### config.mk
export PLATFORM = sky130hd
export DESIGN_NAME = fkw_ctrl
export DESIGN_NICKNAME = d
export VERILOG_FILES = /design/src/rtl/core/fkw_pkg.sv /design/src/rtl/core/fkw_ctrl.sv
export SDC_FILE = /design/constraint.sdc
export NUM_CORES = 1
export LEC_CHECK = 0
export BUFFER_PORTS_ARGS = -buffer_cell sky130_fd_sc_hd__buf_4
export CORE_MARGIN = 4
export CORE_UTILIZATION = 35
export CTS_CLUSTER_SIZE = 12
export DETAILED_ROUTE_END_ITERATION = 16
export PLACE_DENSITY_LB_ADDON = 0.15
export SETUP_SLACK_MARGIN = 0.3
export SLEW_MARGIN = 20
export SYNTH_ARGS = -nofsm -noshare
export SYNTH_HDL_FRONTEND = slang
export SYNTH_SLANG_ARGS = --single-unit
export TNS_END_PERCENT = 5
### constraint.sdc
create_clock -name clock -period 2.9 [get_ports clock]
set_input_delay 0.435 -clock clock [delete_from_list [all_inputs] [get_ports clock]]
set_output_delay 0.435 -clock clock [all_outputs]
set_load 0.005 [all_outputs]
### src/rtl/core/fkw_pkg.sv
// Shared types, constants and command/status structs for the random-walk trial block.
// No dependencies; every other file refers to this package by scoped names.
package fkw_pkg;

   localparam int NUM_POINTS  = 11;
   localparam int MAX_STEPS   = 1048576;
   localparam int STEP_W      = $clog2(MAX_STEPS + 1);
   localparam int ACC_DEPTH   = NUM_POINTS + 1;
   localparam int ACC_IDX_W   = $clog2(ACC_DEPTH);

   localparam int PI_W        = 4;
   localparam int XIN_W       = 32;
   localparam int T_W         = 31;
   localparam int A_W         = 31;
   localparam int H_W         = 32;
   localparam int STEPSZ_W    = 31;
   localparam int N_W         = 21;
   localparam int WGT_W       = 32;
   localparam int TOT_W       = 48;
   localparam int STEPS_OUT_W = 21;
   localparam int X_W         = 34;
   localparam int K_W         = 15;

   localparam int DIV_NW      = 61;
   localparam int DIV_DW      = 31;
   localparam int DIV_CNT_W   = $clog2(DIV_NW + 1);

   localparam logic [31:0] SEED_BASE  = 32'd123456789;
   localparam logic [47:0] PM_MULT    = 48'd16807;
   localparam logic [47:0] PM_MOD     = 48'd2147483647;
   localparam logic [32:0] PM_RECIP   = 33'd4405860029;   // ceil(2^49 / 127773)
   localparam logic [31:0] SEED_HALF  = 32'h4000_0000;
   localparam logic [63:0] ONE_Q32    = 64'h0000_0001_0000_0000;
   localparam logic [63:0] SAT_CAP    = 64'h4000_0000_0000_0000;
   localparam logic [31:0] W_ONE      = 32'h4000_0000;
   localparam logic [60:0] INV_NUM    = 61'h1000_0000_0000_0000;

   localparam logic [30:0] RST_A      = 31'd536870912;
   localparam logic [31:0] RST_H      = 32'd429497;
   localparam logic [30:0] RST_STEP   = 31'd2684355;
   localparam logic [20:0] RST_N      = 21'd1000;

   typedef enum logic [1:0] {
      CSR_A    = 2'd0,
      CSR_H    = 2'd1,
      CSR_STEP = 2'd2,
      CSR_N    = 2'd3
   } csr_idx_type;

   typedef enum logic [2:0] {
      MOP_INVA2 = 3'd0,
      MOP_RX    = 3'd1,
      MOP_R2    = 3'd2,
      MOP_V     = 3'd3,
      MOP_G     = 3'd4,
      MOP_WE    = 3'd5,
      MOP_D1    = 3'd6,
      MOP_D2    = 3'd7
   } mop_type;

   typedef enum logic [1:0] {
      SH_28 = 2'd0,
      SH_32 = 2'd1,
      SH_33 = 2'd2
   } sh_type;

   typedef struct packed {
      logic [A_W-1:0]      a;
      logic [H_W-1:0]      h;
      logic [STEPSZ_W-1:0] step;
      logic [N_W-1:0]      n;
   } cfg_type;

   typedef struct packed {
      logic    load;
      logic    div_go;
      logic    div_inv;
      logic    seed_init;
      logic    seed_k;
      logic    seed_upd;
      logic    move;
      logic    copy_g;
      logic    set_timed;
      logic    mul_go;
      mop_type mop;
      logic    deliver;
   } cmd_type;

   typedef struct packed {
      logic div_done;
      logic mul_done;
      logic outside;
      logic max_hit;
   } sts_type;

endpackage

### src/rtl/core/fkw_ctrl.sv
// Controller state machine: sequences setup divisions, the multiply chain of
// each walk step, the exit checks and result delivery. Depends on fkw_pkg.
module fkw_ctrl (
   input  logic             clock,
   input  logic             reset,
   input  logic             req_valid,
   output logic             req_ready,
   output logic             rsp_valid,
   input  logic             rsp_ready,
   input  fkw_pkg::sts_type sts,
   output fkw_pkg::cmd_type cmd
);

   typedef enum logic [11:0] {
      S_IDLE  = 12'b0000_0000_0001,
      S_MOD   = 12'b0000_0000_0010,
      S_MODW  = 12'b0000_0000_0100,
      S_INV   = 12'b0000_0000_1000,
      S_INVW  = 12'b0000_0001_0000,
      S_MUL   = 12'b0000_0010_0000,
      S_MULW  = 12'b0000_0100_0000,
      S_CHECK = 12'b0000_1000_0000,
      S_SEEDK = 12'b0001_0000_0000,
      S_SEEDU = 12'b0010_0000_0000,
      S_MOVE  = 12'b0100_0000_0000,
      S_DONE  = 12'b1000_0000_0000
   } state_type;

   state_type        state_ff, state_in;
   fkw_pkg::mop_type mop_ff, mop_in;
   logic             walk_ff, walk_in;
   logic             rsp_valid_ff, rsp_valid_in;

   always_comb begin
      state_in  = state_ff;
      mop_in    = mop_ff;
      walk_in   = walk_ff;
      cmd       = '0;
      cmd.mop   = mop_ff;
      req_ready = 1'b0;
      unique case (state_ff)
         S_IDLE: begin
            req_ready = 1'b1;
            if (req_valid) begin
               cmd.load = 1'b1;
               state_in = S_MOD;
            end
         end
         S_MOD: begin
            cmd.div_go = 1'b1;
            state_in   = S_MODW;
         end
         S_MODW: begin
            if (sts.div_done) begin
               state_in = S_INV;
            end
         end
         S_INV: begin
            cmd.div_go    = 1'b1;
            cmd.div_inv   = 1'b1;
            cmd.seed_init = 1'b1;
            state_in      = S_INVW;
         end
         S_INVW: begin
            cmd.div_inv = 1'b1;
            if (sts.div_done) begin
               mop_in   = fkw_pkg::MOP_INVA2;
               walk_in  = 1'b0;
               state_in = S_MUL;
            end
         end
         S_MUL: begin
            cmd.mul_go = 1'b1;
            state_in   = S_MULW;
         end
         S_MULW: begin
            if (sts.mul_done) begin
               state_in = S_MUL;
               case (mop_ff)
                  fkw_pkg::MOP_INVA2: mop_in = fkw_pkg::MOP_RX;
                  fkw_pkg::MOP_RX:    mop_in = fkw_pkg::MOP_R2;
                  fkw_pkg::MOP_R2:    mop_in = fkw_pkg::MOP_V;
                  fkw_pkg::MOP_V:     mop_in = fkw_pkg::MOP_G;
                  fkw_pkg::MOP_G: begin
                     // the start point needs only its potential, no weight update
                     if (walk_ff) begin
                        mop_in = fkw_pkg::MOP_WE;
                     end else begin
                        state_in = S_CHECK;
                     end
                  end
                  fkw_pkg::MOP_WE:    mop_in = fkw_pkg::MOP_D1;
                  fkw_pkg::MOP_D1:    mop_in = fkw_pkg::MOP_D2;
                  default:            state_in = S_CHECK;
               endcase
            end
         end
         S_CHECK: begin
            cmd.copy_g = 1'b1;
            if (sts.outside) begin
               state_in = S_DONE;
            end else if (sts.max_hit) begin
               cmd.set_timed = 1'b1;
               state_in      = S_DONE;
            end else begin
               state_in = S_SEEDK;
            end
         end
         S_SEEDK: begin
            cmd.seed_k = 1'b1;
            state_in   = S_SEEDU;
         end
         S_SEEDU: begin
            cmd.seed_upd = 1'b1;
            state_in     = S_MOVE;
         end
         S_MOVE: begin
            cmd.move = 1'b1;
            walk_in  = 1'b1;
            mop_in   = fkw_pkg::MOP_RX;
            state_in = S_MUL;
         end
         S_DONE: begin
            // hold until the response register is free
            if (!rsp_valid_ff || rsp_ready) begin
               cmd.deliver = 1'b1;
               state_in    = S_IDLE;
            end
         end
         default: state_in = S_IDLE;
      endcase

      rsp_valid_in = rsp_valid_ff;
      if (cmd.deliver) begin
         rsp_valid_in = 1'b1;
      end else if (rsp_ready) begin
         rsp_valid_in = 1'b0;
      end
   end

   always_ff @(posedge clock) begin
      mop_ff <= mop_in;
      if (reset) begin
         state_ff     <= S_IDLE;
         walk_ff      <= 1'b0;
         rsp_valid_ff <= 1'b0;
      end else begin
         state_ff     <= state_in;
         walk_ff      <= walk_in;
         rsp_valid_ff <= rsp_valid_in;
      end
   end

   assign rsp_valid = rsp_valid_ff;

endmodule
==> flow_metrics.tcl <==
set metrics [dict create \
    status "finished, final reports clean" \
    port_buffers 23 \
    dp_slack_ps 263 \
    p_seq_frac 0.463 \
    required_ps 2470 \
    cts-buffers-inserted 3 \
    netSwitchingFraction 0.306 \
    num_vias 1056 \
    r2r_end "mop_ff[2]" \
    hold_viol 0 \
    core_um2 2830 \
    seq_area_frac_synth 0.351 \
    dieArea_um2 3960 \
    cpMaxStageDelayCell "or4_4" \
    switchingPower_uw 166 \
    r2r_slack_ps 510 \
    synth_area_per_cell_um2 8.52 \
    n_antenna_cell 0 \
    htree_num_levels 1 \
    slew_violations 0 \
    grt_antenna_before_repair 0 \
    netlist_area_um2 1060 \
    hold_path_depth 2 \
    setup_viol 0 \
    final_cell_mix "buf_4, nor3_1, nor2_1, dfxtp_1, a21oi_1" \
    hold_path_class "input port to flop" \
    worst_slack_ps 90.1 \
    crit_chain "or4_4 > or3_4 > or4b_4 > nor3b_2 > buf_4" \
    combPwrFrac 0.296 \
    p_per_area_nw_per_um2 396 \
    ctsHoldBuffers 0 \
    synth_cells 124 \
    cts_tree "done" \
    gr-usage-met3 0.0414 \
    multi_input_area_um2 649 \
    clkLatencyLatePin_ps 290 \
    vias_per_cell 5.80 \
    post-route-period-util 0.969 \
    fin_util 0.485 \
    start_kind "flop" \
    grt_max_degree 14 \
    post-dp-hpwl_mm 2.01 \
    clkTransAtPathRegs_ps 100 \
    root_buffer "clkbuf_4" \
    layout-drive-gt1-share 0.397 \
    drt_iter0_drc 25 \
    whs_ps 391 \
    dr.pass1.iters 4 \
    use_met2 0.252 \
    leakage_nw 0.557 \
    synthFlopType "dfxtp_1" \
    overflow 0 \
    rsz0062_at_grt "true" \
    whs_endpoint "state_ff[11]" \
    wirelength_mm 2.66 \
    top_usage_layer "met2" \
    postLayoutCellArea_um2 1370 \
    wl_per_cell_um 14.6 \
    synth_seq_cells 17 \
    critPathCaptureType "output port" \
    path_max_fanout 3 \
    synthArstFlopShare 0 \
    grt_pass1_vias 1014 \
    r2r-start "state_ff[4]" \
    regArea_um2 388 \
    track_usage 0.145 \
    syn_to_final_growth_pct 30.0 \
    clock_skew_ps 5.05 \
    ys.warnings.count 0 \
    synth_edf_count 3 \
    cts_sinks 17 \
    ctsLongestPathBuffers 2 \
    tightest_slew_ps 579 \
    layout_commonest_cell "buf_4" \
    drc 0 \
    max_stage_delay_ps 530 \
    ant_nets 0 \
    post_dp_cell_area_um2 1250 \
    r2r_cells 4 \
    die_h_um 62.9 \
    path_class "flop to output port" \
    crit_start "state_ff[8]" \
    gp_congestion 0.772 \
    fmax_ghz 0.356 \
    die_x_um 62.9 \
    n_fill_cell 267 \
    start_util 0.373 \
    ios 24 \
    grt_pass1_wl_mm 4.63 \
    yosysUniqueCellTypes 45 \
    slew_headroom 0.613 \
    fin_tns_setup_ps 0 \
    p_int_uw 377 \
    use_met1 0.175 \
    fp-row-count 19 \
    cp.arrival_ps 2370 \
    clkPwrFrac 0.240 \
    max_cap_violations 0 \
    nets 160 \
    worst_ir_drop_vdd_mv 0.285 \
    period_needed_ps 2810 \
    holdCritStartpoint "reset" \
    syn_nets 132 \
]
-- worst max-delay path: cells and delay by family, from the launching register on --
family / cells / cell delay, ps
buf+inv: 1 / 130
simple gates: 4 / 1600
flops: 1 / 350
-- layer usage --
layer | wire length (um) | vias to the layer above | part of all wire
met3 | 136 | 2 | 0.051
li1 | - | 515 | -
met5 | 0 | - | 0
met2 | 1350 | 30 | 0.51
met4 | 20 | 0 | 0.0075
met1 | 1150 | 509 | 0.43
-- cell families (layout without fill, tap and decap cells) --
family / after synthesis / count (layout) / share of synthesized area
compound gates: 23 / 23 / 0.139
xor+xnor: 7 / 7 / 0.0581
buf+inv: 15 / 42 / 0.0699
flops: 17 / 17 / 0.351
simple gates: 62 / 62 / 0.383
-- state kept, by name (all words and copies together) (netlist names) --
name / cells
mop_ff: 3
state_ff: 12
rsp_valid: 1
walk_ff: 1
-- final cells by class --
type                            count  area share
Sequential cell                    17       0.283
Tap cell                           31      0.0283
Multi-Input combinational cell     92       0.473
Clock buffer                        4      0.0191
Timing Repair Buffer               32       0.180
Inverter                            6      0.0164
-- timing repair --
action,4_1_cts,5_1_grt
pin swaps,4,4
endpoints found under the setup margin,5,9
setup buffers,5,0
gates resized for setup,10,10
-- worst max-delay path by stage --
stage,to,slack (ps)
2_1_floorplan,cmd[5],380
3_3_place_gp,cmd[5],290
3_5_place_dp,cmd[5],260
4_1_cts,cmd[5],80
5_1_grt,cmd[5],-9
6_report,cmd[5],90
-- stage by stage --
stage,power [mW],instances
floorplan,0.355,124
global route,0.576,182
finish,0.543,182
global placement,0.396,173
detailed placement,0.399,173
CTS,0.540,182
-- power by group through the flow --
stage	Sequential [mW]	Combinational (mW)	Clock, mW
2_1_floorplan	0.259	0.0958	0
3_3_place_gp	0.261	0.136	0
3_5_place_dp	0.261	0.138	0
4_1_cts	0.252	0.155	0.133
5_1_grt	0.252	0.179	0.145
6_report	0.252	0.161	0.131
-- Yosys cell counts (3+ instances only) --
library cell  number  area (um2)
dfxtp_1           14         280
nor3_1            11        55.1
nor2_1             8        30.0
a21oi_1            7        35.0
nor3b_1            6        45.0
o21ai_0            6        30.0
inv_1              5        18.8
xor2_1             5        43.8
clkbuf_1           4        15.0
nor4_1             4        25.0
edfxtp_1           3        90.1
nand2b_1           3        18.8
or3_1              3        18.8
No activity file was read; power rests on OpenSTA's default activity.
